**src/hw/rtl/lswc_div.sv**
```systemverilog
module lswc_div #(
  parameter int DW = 26,
  parameter int VW = 16
) (
  input  logic          clk_i,
  input  logic [DW-1:0] num_i,
  input  logic [VW-1:0] den_i,
  output logic [DW-1:0] quo_o
);

  logic [DW-1:0] num_q [0:DW];
  logic [VW-1:0] den_q [0:DW];
  logic [VW-1:0] rem_q [0:DW];
  logic [DW-1:0] quo_q [0:DW];

  always_ff @(posedge clk_i) begin
    num_q[0] <= num_i;
    den_q[0] <= den_i;
    rem_q[0] <= '0;
    quo_q[0] <= '0;
  end

  for (genvar i = 0; i < DW; i++) begin : g_stage
    logic [VW:0] trial;
    logic        fit;
    assign trial = {rem_q[i], num_q[i][DW-1]};
    assign fit   = trial >= {1'b0, den_q[i]};
    always_ff @(posedge clk_i) begin
      num_q[i+1] <= {num_q[i][DW-2:0], 1'b0};
      den_q[i+1] <= den_q[i];
      rem_q[i+1] <= fit ? VW'(trial - {1'b0, den_q[i]}) : VW'(trial);
      quo_q[i+1] <= {quo_q[i][DW-2:0], fit};
    end
  end

  assign quo_o = quo_q[DW];

endmodule

```
**config.mk**
```make
export PLATFORM = sky130hd
export DESIGN_NAME = lswc_div
export DESIGN_NICKNAME = d
export VERILOG_FILES = /design/src/hw/rtl/lswc_div.sv
export SDC_FILE = /design/constraint.sdc
export NUM_CORES = 2
export LEC_CHECK = 0
export ABC_AREA = 1
export BUFFER_PORTS_ARGS = -buffer_cell sky130_fd_sc_hd__buf_2
export CORE_AREA = 4 4 339 341
export DETAILED_ROUTE_END_ITERATION = 6
export DIE_AREA = 0 0 343 345
export PLACE_DENSITY = 0.7
export SKIP_CTS_REPAIR_TIMING = 1
export SYNTH_ARGS = -nofsm -noshare
export SYNTH_HDL_FRONTEND = slang
export SYNTH_SLANG_ARGS = --single-unit
```
**constraint.sdc**
```tcl
create_clock -name clk_i -period 2.37 [get_ports clk_i]
set_input_delay 0.474 -clock clk_i [delete_from_list [all_inputs] [get_ports clk_i]]
set_output_delay 0.474 -clock clk_i [all_outputs]
set_load 0.02 [all_outputs]
```
# [Word-level counts from Yosys, hierarchy flattened]
# Memory sizes are Yosys's and may differ from the RTL's.
# Index checks and enable logic that the tools add are counted.
[totals] wordCells=82 ramBits=2268 n_memories=4 in_bits=43 output_inout_bits=26 ff_bits=0
[op_classes] n_addsub=26 n_lt_le_gt_ge=26 mux=26
[memory_table] memory="num_q" words=27 width=26 rd=26 rd_clocked_by_memory_dff=0 write_ports=27 line="11" source="logic [DW-1:0] num_q [0:DW];"
[memory_table] memory="quo_q" words=27 width=26 rd=27 rd_clocked_by_memory_dff=0 write_ports=27 line="14" source="logic [DW-1:0] quo_q [0:DW];"
[memory_table] memory="den_q" words=27 width=16 rd=26 rd_clocked_by_memory_dff=0 write_ports=27 line="12" source="logic [VW-1:0] den_q [0:DW];"
[memory_table] memory="rem_q" words=27 width=16 rd=26 rd_clocked_by_memory_dff=0 write_ports=27 line="13" source="logic [VW-1:0] rem_q [0:DW];"
[op_table] operator="greater-or-equal comparator 17 x 16 -> 1 bit" count=26
[op_table] operator="2-to-1 mux 16 bit" count=26
[op_table] operator="subtractor 16 bit" count=26

# [Logic depth before layout (Yosys ltp)]
[logic_depth] ltp_word=2 mapped_depth=15

# [Worst setup path before layout]
# Ideal clock, no wire load.
[synth_timing] path_kind="register to register" from="memory num_q[9][25], in the netlist num_q[2][51]" to="memory rem_q[10][8], in the netlist rem_q[1][40]" arrival_time_ns=1.630 path_slack_ns=0.627 setup_ns=0.113 n_path_buf=0 stages_incl_launch_ff=11 path_cell_list="dfxtp_1 > inv_1 > ha_1 > fa_1 > inv_1 > nand3_1 > nand3_1 > a21oi_1 > or2_2 > nand3_1 > nand2_1"
[synth_rtl] element="from (decl)" line="11"
[synth_rtl] element="to (decl)" line="13"

==> summary.md <==
| Metric | Value |
|---|---|
| Flop-to-flop setup slack | `180 ps` |
| RR Endpoint | `rem_q[1][33]$_DFF_P_` |
| Worst setup EP type | `flop` |
| Die Height | `345 microns` |
| DRT iter0 DRCs | `3607` |
| Routed vias/inst | `4.90` |
| Post-synth cell types | `40` |
| Hold Path Depth | `0` |
| Initial cell density of the core | `56.8%` |
| Initial antenna violation count | `1` |
| Critical path required time | `3020 ps` |
| Utilization after layout | `64.1%` |
| Core ar. | `0.112 sq mm` |
| Rows | `123` |
| FF+latch count, synth | `1518` |
| Die width | `343 microns` |
| Max_slew headroom | `58.9%` |
| Final period util | `92.3%` |
| CP cell instances | `inv_1 > ha_1 > nand2_1 > nand2_1 > nand2_1 > nand2_1 > nand2_1 > nand3_2 > nand2_2 > nand2_2 > buf_12 > o21ai_0` |
| Root buffer cell | `clkbuf_16` |
| Detailed-route wire length | `149000 microns` |
| Fmax | `457 MHz` |
| DR WL/cell | `14.6 microns` |
| DP HPWL | `115000 microns` |
| Maximum resistive drop on vdd | `862 uV` |
| Synth-to-Final Area Change | `12.8%` |
| Full die area | `0.118 sq mm` |
| Tmin final | `2190 ps` |
| Placed inst area | `0.0656 sq mm` |
| Worst-Skew Late Latency | `760 ps` |
| Slew @ Worst Pin | `615 ps` |
| CP bufs+invs | `2` |
| Synth Net Count | `8796` |
| N_diodes | `0` |
| Clk sink count | `1518` |
| Mapped Avg Cell Area | `7.63 sq um` |
| Hold Path Class | `flop to flop` |
| Leak Pwr | `39.7 nW` |
| R2r startpoint | `den_q[1][18]$_DFF_P_` |
| Status | `complete, no violations` |
| Final ANT Viol Nets | `0` |
| # nets final | `9048` |
| Synth Warn # | `0` |
| Final setup viols | `0` |
| Bufs on Longest Clock Path | `3` |
| Synthesized area | `0.0636 sq mm` |
| Arr. time, crit path | `2840 ps` |
| Vias in the first global route | `47306` |
| Cell family with most CP delay | `simple AND/OR/NAND/NOR gates` |
| First-pass GRT wire length | `239000 microns` |
| Max Transition Viols Final | `0` |
| Placer congestion estimate | `0.927` |
| Worst-path fanout max | `13` |
| CTS tree | `done` |
| Hold endpoint | `num_q[3][72]$_DFF_P_` |
| Gate count after technology mapping | `8327` |
| Path type of the worst setup path | `flop to flop` |
| Seq/Total Area, Yosys | `47.8%` |
| Largest net degree at the start of global routing | `20` |
| Finished Cell Area | `0.0717 sq mm` |
| Total Routing Usage GR | `24.7%` |
| MaxCap Viol Count | `0` |
| Fin. Hold Viols | `0` |
| IO Pins | `69` |
| Layout fillers | `9810` |
| Overflow after GRT | `0` |
| Share of cells above drive strength 1 | `6.49%` |
| IO Port Bufs | `68` |
| DRC violations left | `0` |
| Initial DRT Pass Iterations | `7` |
| Reg2reg path depth | `12` |
| Total CTS buffers | `152` |
| RSZ-0062 raised after global routing | `false` |
| Via count | `50030` |
| Cell mode on critical path | `nand2_1` |
| Worst Skew | `39.8 ps` |
| Hold path start | `num_q[3][45]$_DFF_P_` |
| Worst-path clk slew | `60 ps` |
| CP max stage delay | `420 ps` |
| Startpoint types | `flop` |
| Power per Cell Area | `1210 mW/mm^2` |
| H-Tree Depth | `4` |
| Critical path's slowest cell | `dfxtp_1` |
## final cells by class
type	count	area [sq um]	share of cell area, %
clock buffers	194	4200	5.86
clock inverters	86	1370	1.91
inverters	1539	5780	8.06
multi-input cells	5181	26700	37.3
flip-flops and latches	1518	30400	42.4
well taps	1500	1880	2.62
repair buffers	187	1350	1.88
## sequential cells by signal (all words and copies together) (netlist names)
name	flops
den_q	416
num_q	351
quo_q	351
rem_q	400
## per-stage QoR
step | hold WS, ps | TNS (ps) | power [mW] | std cells | worst slack, ps
floorplan | 310 | 0 | 53.6 | 8327 | 627
finish | 311 | 0 | 86.7 | 10205 | 183
CTS | -254 | -125 | 87.0 | 10157 | -30.9
global route | 317 | 0 | 92.7 | 10205 | 5.19
global placement | 309 | 0 | 60.5 | 9877 | 24.3
detailed placement | 312 | -152 | 60.9 | 9877 | -24.1
## worst max path at each step
stage                          startpoint                   end  slack, ps  depth (start not counted)
finish               den_q[1][18]$_DFF_P_  rem_q[1][33]$_DFF_P_        180                         12
global route        den_q[0][125]$_DFF_P_  rem_q[1][12]$_DFF_P_          5                         10
CTS                  den_q[2][78]$_DFF_P_  rem_q[2][80]$_DFF_P_        -30                          8
detailed placement   den_q[2][78]$_DFF_P_  rem_q[2][86]$_DFF_P_        -20                          8
global placement     den_q[2][75]$_DFF_P_  rem_q[2][95]$_DFF_P_         20                         10
floorplan            num_q[2][51]$_DFF_P_  rem_q[1][40]$_DFF_P_        630                         10
## layer usage
metal  vias up  part of all wire [%]  global-route usage, %
li1      25914                     -                      -
met1     22643                    45                   33.2
met2      1216                    47                   41.5
met3       257                   5.0                   3.01
met4         0                   2.9                   8.14
met5         -                     0                      0
## cells in the mapped netlist (all sizes together)
cell type	n	share of area, %
o21a	15	0.18
or2	14	0.14
and3b	2	0.028
xnor2	32	0.44
nand3b	50	0.59
clkbuf	1	0.0079
nand3	680	5.5
inv	1539	9.1
xor2	116	1.6
a21boi	1	0.018
ha	402	7.9
nor3	74	0.71
o21bai	15	0.18
buf	88	1.1
nand4	112	1.1
and3	4	0.039
o21ai	16	0.13
and2	22	0.22
dfxtp	1518	48
fa	24	0.76
nor4	1	0.0098
nor2	366	2.4
a21oi	233	1.8
nand2	3002	18
## kinds of logic after synthesis
family	share of synthesized area, %
AND/OR/NAND/NOR	29.0
buffers and inverters	10.2
XOR/XNOR	2.04
adder cells (fa/ha/maj)	8.67
AO/OA/AOI/OAI	2.33
flip-flops	47.8
## cell usage in the layout (no fill, tap or decap), types with 8 or more instances in the layout
master,Yosys,routed
a21oi_1,233,233
and2_1,22,22
buf_2,42,68
buf_4,20,76
bufinv_16,0,25
clkbuf_1,0,18
clkbuf_16,0,152
clkbuf_8,0,24
clkinv_2,0,19
clkinv_4,0,8
clkinvlp_4,0,9
dfxtp_1,1518,1517
dlygate4sd3_1,0,42
fa_1,24,24
ha_1,402,401
inv_1,1523,1523
inv_2,16,16
inv_6,0,13
nand2_1,2929,2929
nand2_2,47,47
nand2_4,26,26
nand3_1,664,664
nand3_2,13,13
nand3b_1,50,50
nand4_1,112,112
nor2_1,336,336
nor2_2,13,12
nor2_4,17,18
nor3_1,66,66
o21a_1,15,15
o21ai_0,9,9
o21bai_1,15,15
or2_2,11,11
xnor2_1,32,32
xor2_1,116,116
## worst register-to-register path: stages, from the launching register on
cell     delay (ps)
dfxtp_1         420
inv_1            70
ha_1            380
nand2_1         110
nand2_1          50
nand2_1          80
nand2_1          60
nand2_1          90
nand3_2          90
nand2_2          70
nand2_2         160
buf_12          220
o21ai_0         280
## report_power, final
part	switching (mW)	total, mW	leakage (nW)	internal, mW
Combinational	18.4	28.6	24.4	10.1
Sequential	2.56	32.3	12.7	29.8
Clock	10.3	25.8	2.70	15.5
Total	31.3	86.7	39.7	55.4
Power figures use the tool's default switching activity.
