<file path="src/hw/rtl/lswc_pipe.sv">
module lswc_pipe #(
  parameter int WIDTH = 8,
  parameter int DEPTH = 2
) (
  input  logic             clk_i,
  input  logic             rst_ni,
  input  logic [WIDTH-1:0] data_i,
  output logic [WIDTH-1:0] data_o
);

  logic [WIDTH-1:0] tap_q [0:DEPTH-1];

  always_ff @(posedge clk_i or negedge rst_ni) begin
    if (!rst_ni) begin
      for (int i = 0; i < DEPTH; i++) tap_q[i] <= '0;
    end else begin
      tap_q[0] <= data_i;
      for (int i = 1; i < DEPTH; i++) tap_q[i] <= tap_q[i-1];
    end
  end

  assign data_o = tap_q[DEPTH-1];

endmodule

</file>
<file path="config.mk">
export PLATFORM = sky130hd
export DESIGN_NAME = lswc_pipe
export DESIGN_NICKNAME = d
export VERILOG_FILES = /design/src/hw/rtl/lswc_pipe.sv
export SDC_FILE = /design/constraint.sdc
export NUM_CORES = 1
export LEC_CHECK = 0
export ABC_AREA = 1
export BUFFER_PORTS_ARGS = -buffer_cell sky130_fd_sc_hd__buf_2
export CAP_MARGIN = 30
export CORE_AREA = 2 2 39 41
export DETAILED_ROUTE_END_ITERATION = 10
export DIE_AREA = 0 0 41 43
export GPL_ROUTABILITY_DRIVEN = 0
export PLACE_DENSITY_LB_ADDON = 0.15
export SLEW_MARGIN = 20
export SYNTH_ARGS = -nofsm -noshare
export SYNTH_HDL_FRONTEND = slang
export SYNTH_SLANG_ARGS = --single-unit
export TNS_END_PERCENT = 5
</file>
<file path="constraint.sdc">
create_clock -name clk_i -period 0.8 [get_ports clk_i]
set_input_delay 0.16 -clock clk_i [delete_from_list [all_inputs] [get_ports clk_i]]
set_output_delay 0.16 -clock clk_i [all_outputs]
set_load 0.05 [all_outputs]
</file>
# ---- Word-level counts from Yosys, hierarchy flattened
# Index checks and enable logic that the tools add are counted.
dict set report totals {
  register_bits 16
  output_inout_bits 8
}

# ---- Logic depth before layout (Yosys ltp)
# Gate-level depths: netlist of run 1.
dict set report logic_depth {
  ltp_word 0
  ltp_mapped 1
}

# ---- Worst setup path before layout of run 1
# Ideal clock, no wire load.
dict set report synth_timing {
  kind {flip-flop to output port}
  from {register tap_q (netlist bit data_o[0])}
  to {output port data_o[0]}
  path_buffers 1
  t_required_ns 0.640
  slack_ns 0.125
  arrival_ns 0.515
  stages_incl_launch_ff 2
  path_cell_list {dfrtp_1 buf_4}
}
# element line_no
set synth_lines {}
lappend synth_lines {{start: declaration} 11} ;# logic [WIDTH-1:0] tap_q [0:DEPTH-1];
lappend synth_lines {{end: declaration} 8} ;# output logic [WIDTH-1:0] data_o
# No word-level cell between the ends.

# ---- Worst setup path after layout of run 1
dict set report layout_timing {
  from {register tap_q (netlist bit data_o[6])}
  to {output port data_o[6]}
}
# No word-level cell between the ends.

==> flow_metrics.py, run 1 <==
metrics = {
    "run_status": {
        "status": "complete, but fails checks",
        "violations": "setup timing",
    },
    "cells_and_area": {
        "diodes": 0,
        "syn2layout_area_growth_pct": 45.1,
        "multi_input_comb_cells": 0,
        "drive_gt1_frac": 0.444,
        "final_nets": 57,
        "fin_area_um2": 668,
        "fillers": 131,
        "multiInputGateArea_um2": 0,
    },
    "timing": {
        "max_slew_margin": 0.785,
        "final.min_clock_period_ns": 0.966,
        "fmax_ghz": 1.04,
        "tightestPinTransition_ns": 0.323,
        "rsz0062_at_grt": "yes",
        "fin_ws_ns": -0.166,
        "drv_slew": 0,
        "fin_crit_sh": 1.21,
        "fin_hold_ws_ns": 0.305,
        "hold_viol": 0,
        "clock_skew_ns": 0.000433,
        "setup_violations": 8,
    },
    "route": {
        "drt_wl_total_um": 573,
        "drc": 0,
        "postRouteAntennaNets": 0,
        "vias": 227,
        "wl_per_cell_um": 9.39,
        "drt_iter0_markers": 4,
        "firstDrtPassIters": 2,
        "viasPerCell": 3.72,
    },
    "flow_run": {
        "drv_cap": 0,
    },
    "floorplan": {
        "core_area_um2": 1380,
        "start_util": 0.333,
        "die_w_um": 41,
        "io_pins": 18,
        "fp-row-count": 14,
        "die_area_um2": 1760,
        "die_h_um": 43,
    },
    "pwr": {
        "comb_power_share": 0.131,
        "p_switching_w": 0.000333,
        "intPower_w": 0.00111,
        "powerDensity_nw_per_um2": 2150,
        "clkPwrFrac": 0.269,
        "peakVddDrop_mv": 1.05,
        "pwr-share-seq": 0.600,
        "leakagePower_nw": 0.322,
        "swShare": 0.231,
    },
    "setup_path": {
        "rr_endpoint": "data_o[2]$_DFF_PN0_",
        "critPathTopFamily": "flip-flops",
        "critical_path_class": "reg -> out",
        "path_buf_inv": 1,
        "critPathLaunch": "data_o[6]$_DFF_PN0_",
        "required_ns": 0.64,
        "critPathLaunchType": "register",
        "critPathMaxFanout": 1,
        "crit_end": "data_o[6]",
        "ff2ff_path_depth": 0,
        "cp.arrival_ns": 0.81,
        "end_kind": "primary output",
        "cp_slowest_cell": "dfrtp_1",
        "reg2reg_from": "tap_q[10]$_DFF_PN0_",
        "path_depth": 1,
        "max_stage_delay_ns": 0.38,
        "path_cells": "buf_6",
        "rrSetupSlack_ns": 0.32,
    },
    "cts": {
        "path_clk_slew_ns": 0.08,
        "ctsHtreeMaxLevel": 1,
        "clock_path_buffers": 2,
        "cts_root_buf": "clkbuf_4",
        "cts_buffers": 3,
        "cts_tree": "done",
        "clock_latency_ns": 0.27,
        "cts_num_sinks": 16,
    },
    "global_routing": {
        "grt_max_degree": 17,
        "grt_usage": 0.0807,
        "grt_first_pass_wirelength_um": 876,
        "grt_pass1_vias": 240,
        "antenna_found_initial": 0,
        "globalRouteOverflowTotal": 0,
    },
    "place": {
        "io_buffer_count": 17,
        "place_area_um2": 505,
        "dp_slack_ns": 0.0809,
    },
    "synth": {
        "synth_cell_types": 2,
        "syn_nets": 34,
        "syn-instance-count": 24,
        "yosys_warnings": 0,
        "netlist_area_um2": 460,
        "avgSynthCellArea_um2": 19.2,
        "yosysSeqAreaShare": 0.870,
        "ys_ff_latch": 16,
    },
    "min_path": {
        "hold_path.class": "in -> async",
    },
}
-- Yosys cell counts --
cell,instances,area [µm²]
dfrtp_1,16,400
buf_4,8,60.1
-- cell usage in the layout, fill, tap and decap left out --
cell type / n
dlygate4sd3_1: 9
buf_6: 8
buf_2: 9
clkbuf_4: 3
dfrtp_1: 16
-- timing repair --
| item | 4_1_cts | 5_1_grt |
|---|---|---|
| gates resized for setup | 16 | 0 |
| endpoints found under the hold margin | 24 | 0 |
| setup endpoints to repair | 8 | 8 |
| cloned | 0 | 0 |
| buffers inserted | 0 | 0 |
| hold buffers | 9 | 0 |
-- layer usage --
layer  share of wire  track usage  vias up  wire (µm)
met3           0.092       0.0314        0         53
met2            0.54        0.116       12        308
met5               0            0        -          0
met4               0       0.0800        0          0
li1                -            -      108          -
met1            0.37       0.0819      107        211
-- cell families (layout without fill, tap and decap cells) --
family                 count (synthesis)  in the layout  synth area share
buffers and inverters                  8             29             0.130
flip-flops                            16             16             0.870
-- area by class of cell --
class	count	area, µm²	share of cell area
sequential	16	400	0.599
timing repair buffer	26	225	0.337
tap	16	20.0	0.0300
clock buffer	3	22.5	0.0337
-- registers in the layout, indices dropped and copies added (netlist names) --
signal,count
data_o,8
tap_q,8
-- worst min path at each step --
stage               slack (ns)  depth (start not counted)                   to
finish                    0.30                          2  tap_q[10]$_DFF_PN0_
global route              0.36                          2   tap_q[8]$_DFF_PN0_
CTS                       0.32                          2  tap_q[10]$_DFF_PN0_
detailed placement        0.08                          1   tap_q[8]$_DFF_PN0_
global placement          0.07                          1  tap_q[11]$_DFF_PN0_
floorplan                -0.14                          0  data_o[0]$_DFF_PN0_
-- power groups by stage --
| stage | combinational (W) | sequential, W | clock, W |
|---|---|---|---|
| final | 0.000189 | 0.000863 | 0.000387 |
| after CTS | 0.000191 | 0.000864 | 0.000398 |
| after global routing | 0.000201 | 0.000867 | 0.000433 |
| after floorplan | 0.000107 | 0.000872 | 0 |
| after global placement | 0.000130 | 0.000872 | 0 |
| after detailed placement | 0.000133 | 0.000875 | 0 |
-- metrics by stage --
stage | setup TNS (ns) | util | total power, W | instances
after floorplan | 0 | - | 0.000980 | 24
after global placement | 0 | 0.365 | 0.00100 | 49
after detailed placement | 0 | 0.365 | 0.00101 | 49
after CTS | -1.38 | 0.483 | 0.00145 | 61
after global routing | -1.54 | 0.483 | 0.00150 | 61
final | -1.29 | 0.483 | 0.00144 | 61
Power figures use the tool's default switching activity.
==> run 2, diff against run 1 <==
- clock period: 0.8 -> 1 ns (I/O delays scaled with it)
==> flow_metrics.py, run 2 (synthesis results as in run 1) <==
metrics = {
    "route": {
        "drt_iter0_markers": 6,
        "postRouteAntennaNets": 0,
        "viasPerCell": 3.62,
        "firstDrtPassIters": 3,
        "vias": 192,
        "drt_wl_total_um": 497,
        "drc": 0,
        "wl_per_cell_um": 9.38,
    },
    "place": {
        "place_area_um2": 505,
        "dp_slack_ns": 0.241,
        "place_inst": 49,
        "io_buffer_count": 17,
    },
    "setup_path": {
        "path_cells": "buf_6",
        "ff2ff_path_depth": 0,
        "path_buf_inv": 1,
        "max_stage_delay_ns": 0.38,
        "reg2reg_from": "tap_q[10]$_DFF_PN0_",
        "rr_endpoint": "data_o[2]$_DFF_PN0_",
        "path_depth": 1,
        "critPathTopFamily": "flip-flops",
        "rrSetupSlack_ns": 0.52,
        "critPathMaxFanout": 1,
        "cp_slowest_cell": "dfrtp_1",
        "end_kind": "primary output",
        "required_ns": 0.80,
        "critPathLaunch": "data_o[6]$_DFF_PN0_",
        "critical_path_class": "reg -> out",
        "critPathLaunchType": "register",
        "cp.arrival_ns": 0.81,
    },
    "timing": {
        "clock_skew_ns": 0.000489,
        "setup_violations": 4,
        "rsz0062_at_grt": "yes",
        "fin_ws_ns": -0.00515,
        "hold_viol": 0,
        "setup_tns_ns": -0.0132,
        "final.min_clock_period_ns": 1.01,
        "max_slew_margin": 0.789,
        "fmax_ghz": 0.995,
        "tightestPinTransition_ns": 0.317,
        "drv_slew": 0,
        "fin_hold_ws_ns": 0.0268,
        "fin_crit_sh": 1.01,
    },
    "cells_and_area": {
        "multi_input_comb_cells": 0,
        "layout_common_cells": "dfrtp_1 (16), buf_2 (9), buf_6 (8), clkbuf_4 (3), dlygate4sd3_1 (1)",
        "layout_commonest_cell": "dfrtp_1",
        "multiInputGateArea_um2": 0,
        "fin_area_um2": 588,
        "drive_gt1_frac": 0.541,
        "diodes": 0,
        "final_nets": 49,
        "fin_cells": 53,
        "syn2layout_area_growth_pct": 27.7,
    },
    "floorplan": {
        "start_util": 0.333,
        "fp-row-count": 14,
        "die_area_um2": 1760,
        "core_area_um2": 1380,
        "io_pins": 18,
        "die_w_um": 41,
        "die_h_um": 43,
    },
    "min_path": {
        "holdPathEnd": "tap_q[13]$_DFF_PN0_",
        "min_from": "data_i[5]",
        "hold_path.class": "in -> reg",
        "hold_depth": 1,
    },
    "cts": {
        "clock_path_buffers": 2,
        "cts_buffers": 3,
        "path_clk_slew_ns": 0.08,
        "cts_root_buf": "clkbuf_4",
        "postCtsSetupRepairBufs": 0,
        "clock_latency_ns": 0.27,
        "cts_tree": "done",
        "cts_num_sinks": 16,
        "ctsHtreeMaxLevel": 1,
    },
    "pwr": {
        "powerDensity_nw_per_um2": 1910,
        "peakVddDrop_mv": 0.817,
        "leakagePower_nw": 0.288,
    },
    "global_routing": {
        "grt_first_pass_wirelength_um": 807,
        "grt_pass1_vias": 202,
        "globalRouteOverflowTotal": 0,
        "grt_usage": 0.0746,
        "grt_max_degree": 17,
        "antenna_found_initial": 0,
    },
    "run_status": {
        "violations": "setup timing",
        "status": "complete, but fails checks",
    },
    "flow_run": {
        "drv_cap": 0,
    },
}
==> run 2: per-layer routing <==
metal	track usage	routed length (µm)
met3	0.0314	59
met5	0	0
met4	0.0800	0
met2	0.0938	261
met1	0.0857	176
==> run 2: repair_timing <==
item	CTS	global route
hold buffers	1	0
endpoints found under the hold margin	16	0
gates resized for setup	16	0
endpoints found under the setup margin	8	8
==> run 2: cell type report <==
cell class	instances	area, µm²
fill	136	796
timing repair buffer	18	145
sequential	16	400
clock buffer	3	22.5
tap	16	20.0
==> run 2: how the worst max path moves through the flow <==
stage,to,slack (ns)
6_report,data_o[6],-0.005
5_1_grt,data_o[5],-0.04
4_1_cts,data_o[6],-0.02
3_5_place_dp,data_o[6],0.24
3_3_place_gp,data_o[2],0.25
2_1_floorplan,data_o[0],0.29
==> run 2: report_power, final <==
part	leakage (nW)	internal, W	total, W	switching (W)
Combinational	0.0880	0.0000462	0.000127	0.0000806
Sequential	0.186	0.000679	0.000690	0.0000113
Clock	0.0138	0.000139	0.000307	0.000167
Total	0.288	0.000864	0.00112	0.000259
==> run 2: metrics by stage <==
step / total power, W / util
6_report: 0.00112 / 0.425
5_1_grt: 0.00118 / 0.425
4_1_cts: 0.00114 / 0.425
3_5_place_dp: 0.000806 / 0.365
3_3_place_gp: 0.000802 / 0.365
2_1_floorplan: 0.000784 / -
==> run 3, diff against run 2 <==
- CORE_AREA: 2 2 39 41 -> 4 4 41 43
- DIE_AREA: 0 0 41 43 -> 0 0 45 47
- RECOVER_POWER: default -> 25
- TNS_END_PERCENT: 5 -> default
==> flow_metrics.py, run 3 (synthesis results as in run 1) <==
metrics = {
    "cts": {
        "cts_root_buf": "clkbuf_4",
        "postCtsSetupRepairBufs": 0,
        "cts_tree": "done",
        "cts_buffers": 3,
        "path_clk_slew_ns": 0.08,
        "ctsHtreeMaxLevel": 1,
        "clock_latency_ns": 0.27,
        "clock_path_buffers": 2,
        "cts_num_sinks": 16,
    },
    "global_routing": {
        "antenna_found_initial": 0,
        "grt_max_degree": 17,
        "globalRouteOverflowTotal": 0,
        "grt_util_met3": 0.0345,
        "grt_pass1_vias": 208,
        "grt_first_pass_wirelength_um": 848,
        "use_met2": 0.0650,
        "use_met1": 0.0811,
        "grt_usage": 0.0624,
        "grt_busiest_layer": "met1",
    },
    "cells_and_area": {
        "diodes": 0,
        "layout_commonest_cell": "dfrtp_1",
        "layout_common_cells": "dfrtp_1 (16), buf_2 (9), buf_6 (8), clkbuf_4 (3), dlygate4sd3_1 (1)",
        "multi_input_comb_cells": 0,
        "drive_gt1_frac": 0.541,
        "final_nets": 49,
        "multiInputGateArea_um2": 0,
        "syn2layout_area_growth_pct": 27.4,
    },
    "route": {
        "firstDrtPassIters": 1,
        "wl_per_cell_um": 9.46,
        "viasPerCell": 3.54,
        "drt_iter0_markers": 0,
        "postRouteAntennaNets": 0,
        "drt_wl_total_um": 492,
        "drc": 0,
        "vias": 184,
    },
    "setup_path": {
        "critPathTopFamily": "flip-flops",
        "ff2ff_path_depth": 0,
        "cp.arrival_ns": 0.79,
        "critPathLaunchType": "register",
        "critPathMaxFanout": 1,
        "end_kind": "primary output",
        "rrSetupSlack_ns": 0.51,
        "reg2reg_from": "tap_q[9]$_DFF_PN0_",
        "max_stage_delay_ns": 0.38,
        "cp_slowest_cell": "dfrtp_1",
        "rr_endpoint": "data_o[1]$_DFF_PN0_",
        "path_cells": "buf_6",
        "critical_path_class": "reg -> out",
        "required_ns": 0.80,
        "path_buf_inv": 1,
    },
    "min_path": {
        "holdPathEnd": "tap_q[15]$_DFF_PN0_",
        "hold_path.class": "in -> reg",
        "min_from": "data_i[7]",
        "hold_depth": 1,
    },
    "timing": {
        "hold_viol": 0,
        "clock_skew_ns": 0.00201,
        "fin_hold_ws_ns": 0.0350,
        "fmax_ghz": 1.01,
        "max_slew_margin": 0.782,
        "final.min_clock_period_ns": 0.994,
        "rsz0062_at_grt": "yes",
        "fin_ws_ns": 0.00569,
        "setup_violations": 0,
        "drv_slew": 0,
        "fin_crit_sh": 0.994,
        "tightestPinTransition_ns": 0.327,
    },
    "floorplan": {
        "die_area_um2": 2120,
        "io_pins": 18,
        "core_area_um2": 1300,
        "die_h_um": 47,
        "fp-row-count": 13,
        "start_util": 0.354,
        "die_w_um": 45,
    },
    "pwr": {
        "powerDensity_nw_per_um2": 1900,
        "peakVddDrop_mv": 0.914,
        "leakagePower_nw": 0.288,
    },
    "place": {
        "dp_slack_ns": 0.242,
        "io_buffer_count": 17,
    },
    "run_status": {
        "status": "complete, no violations",
    },
    "flow_run": {
        "drv_cap": 0,
    },
}
run 3: cell counts in the layout (fill, tap and decap cells not counted):
Identical to the previous run, type by type.
run 3: worst max-delay path by stage:
stage,start,to,cells after the start
finish,data_o[3]$_DFF_PN0_,data_o[3],1
detailed placement,data_o[5]$_DFF_PN0_,data_o[5],1
CTS,data_o[0]$_DFF_PN0_,data_o[0],1
floorplan,data_o[0]$_DFF_PN0_,data_o[0],1
global route,data_o[0]$_DFF_PN0_,data_o[0],1
global placement,data_o[1]$_DFF_PN0_,data_o[1],1
run 3: cell type report:
| type | count | area [µm²] |
|---|---|---|
| timing repair buffer | 18 | 145 |
| tap | 15 | 18.8 |
| clock buffer | 3 | 22.5 |
| fill | 121 | 714 |
| sequential | 16 | 400 |
run 3: layer usage:
| layer | vias to the layer above | share of wire |
|---|---|---|
| met3 | 0 | 0.15 |
| met2 | 15 | 0.38 |
| li1 | 91 | - |
| met1 | 78 | 0.47 |
| met4 | 0 | 0 |
| met5 | - | 0 |
run 3: where the power goes:
| group | internal, W | switching, W |
|---|---|---|
| combinational | 0.0000462 | 0.0000810 |
| clock | 0.000139 | 0.000157 |
| sequential | 0.000679 | 0.0000110 |
run 3: repair_timing:
item,in CTS,in global routing
hold endpoints to repair,16,0
endpoints found under the setup margin,8,8
pin swaps,0,0
gates resized for setup,16,0
gates cloned,0,0
hold buffers,1,0
run 3: metrics by stage:
| step | total power, W | std cells | TNS, ns | cell area [µm²] | utilization |
|---|---|---|---|---|---|
| final | 0.00111 | 52 | 0 | 587 | 0.451 |
| after global routing | 0.00117 | 52 | -0.244 | 587 | 0.451 |
| after CTS | 0.00113 | 52 | -0.0632 | 587 | 0.451 |
| after detailed placement | 0.000806 | 48 | 0 | 504 | 0.388 |
| after global placement | 0.000803 | 48 | 0 | 504 | 0.388 |
| after floorplan | 0.000784 | 24 | 0 | 460 | - |
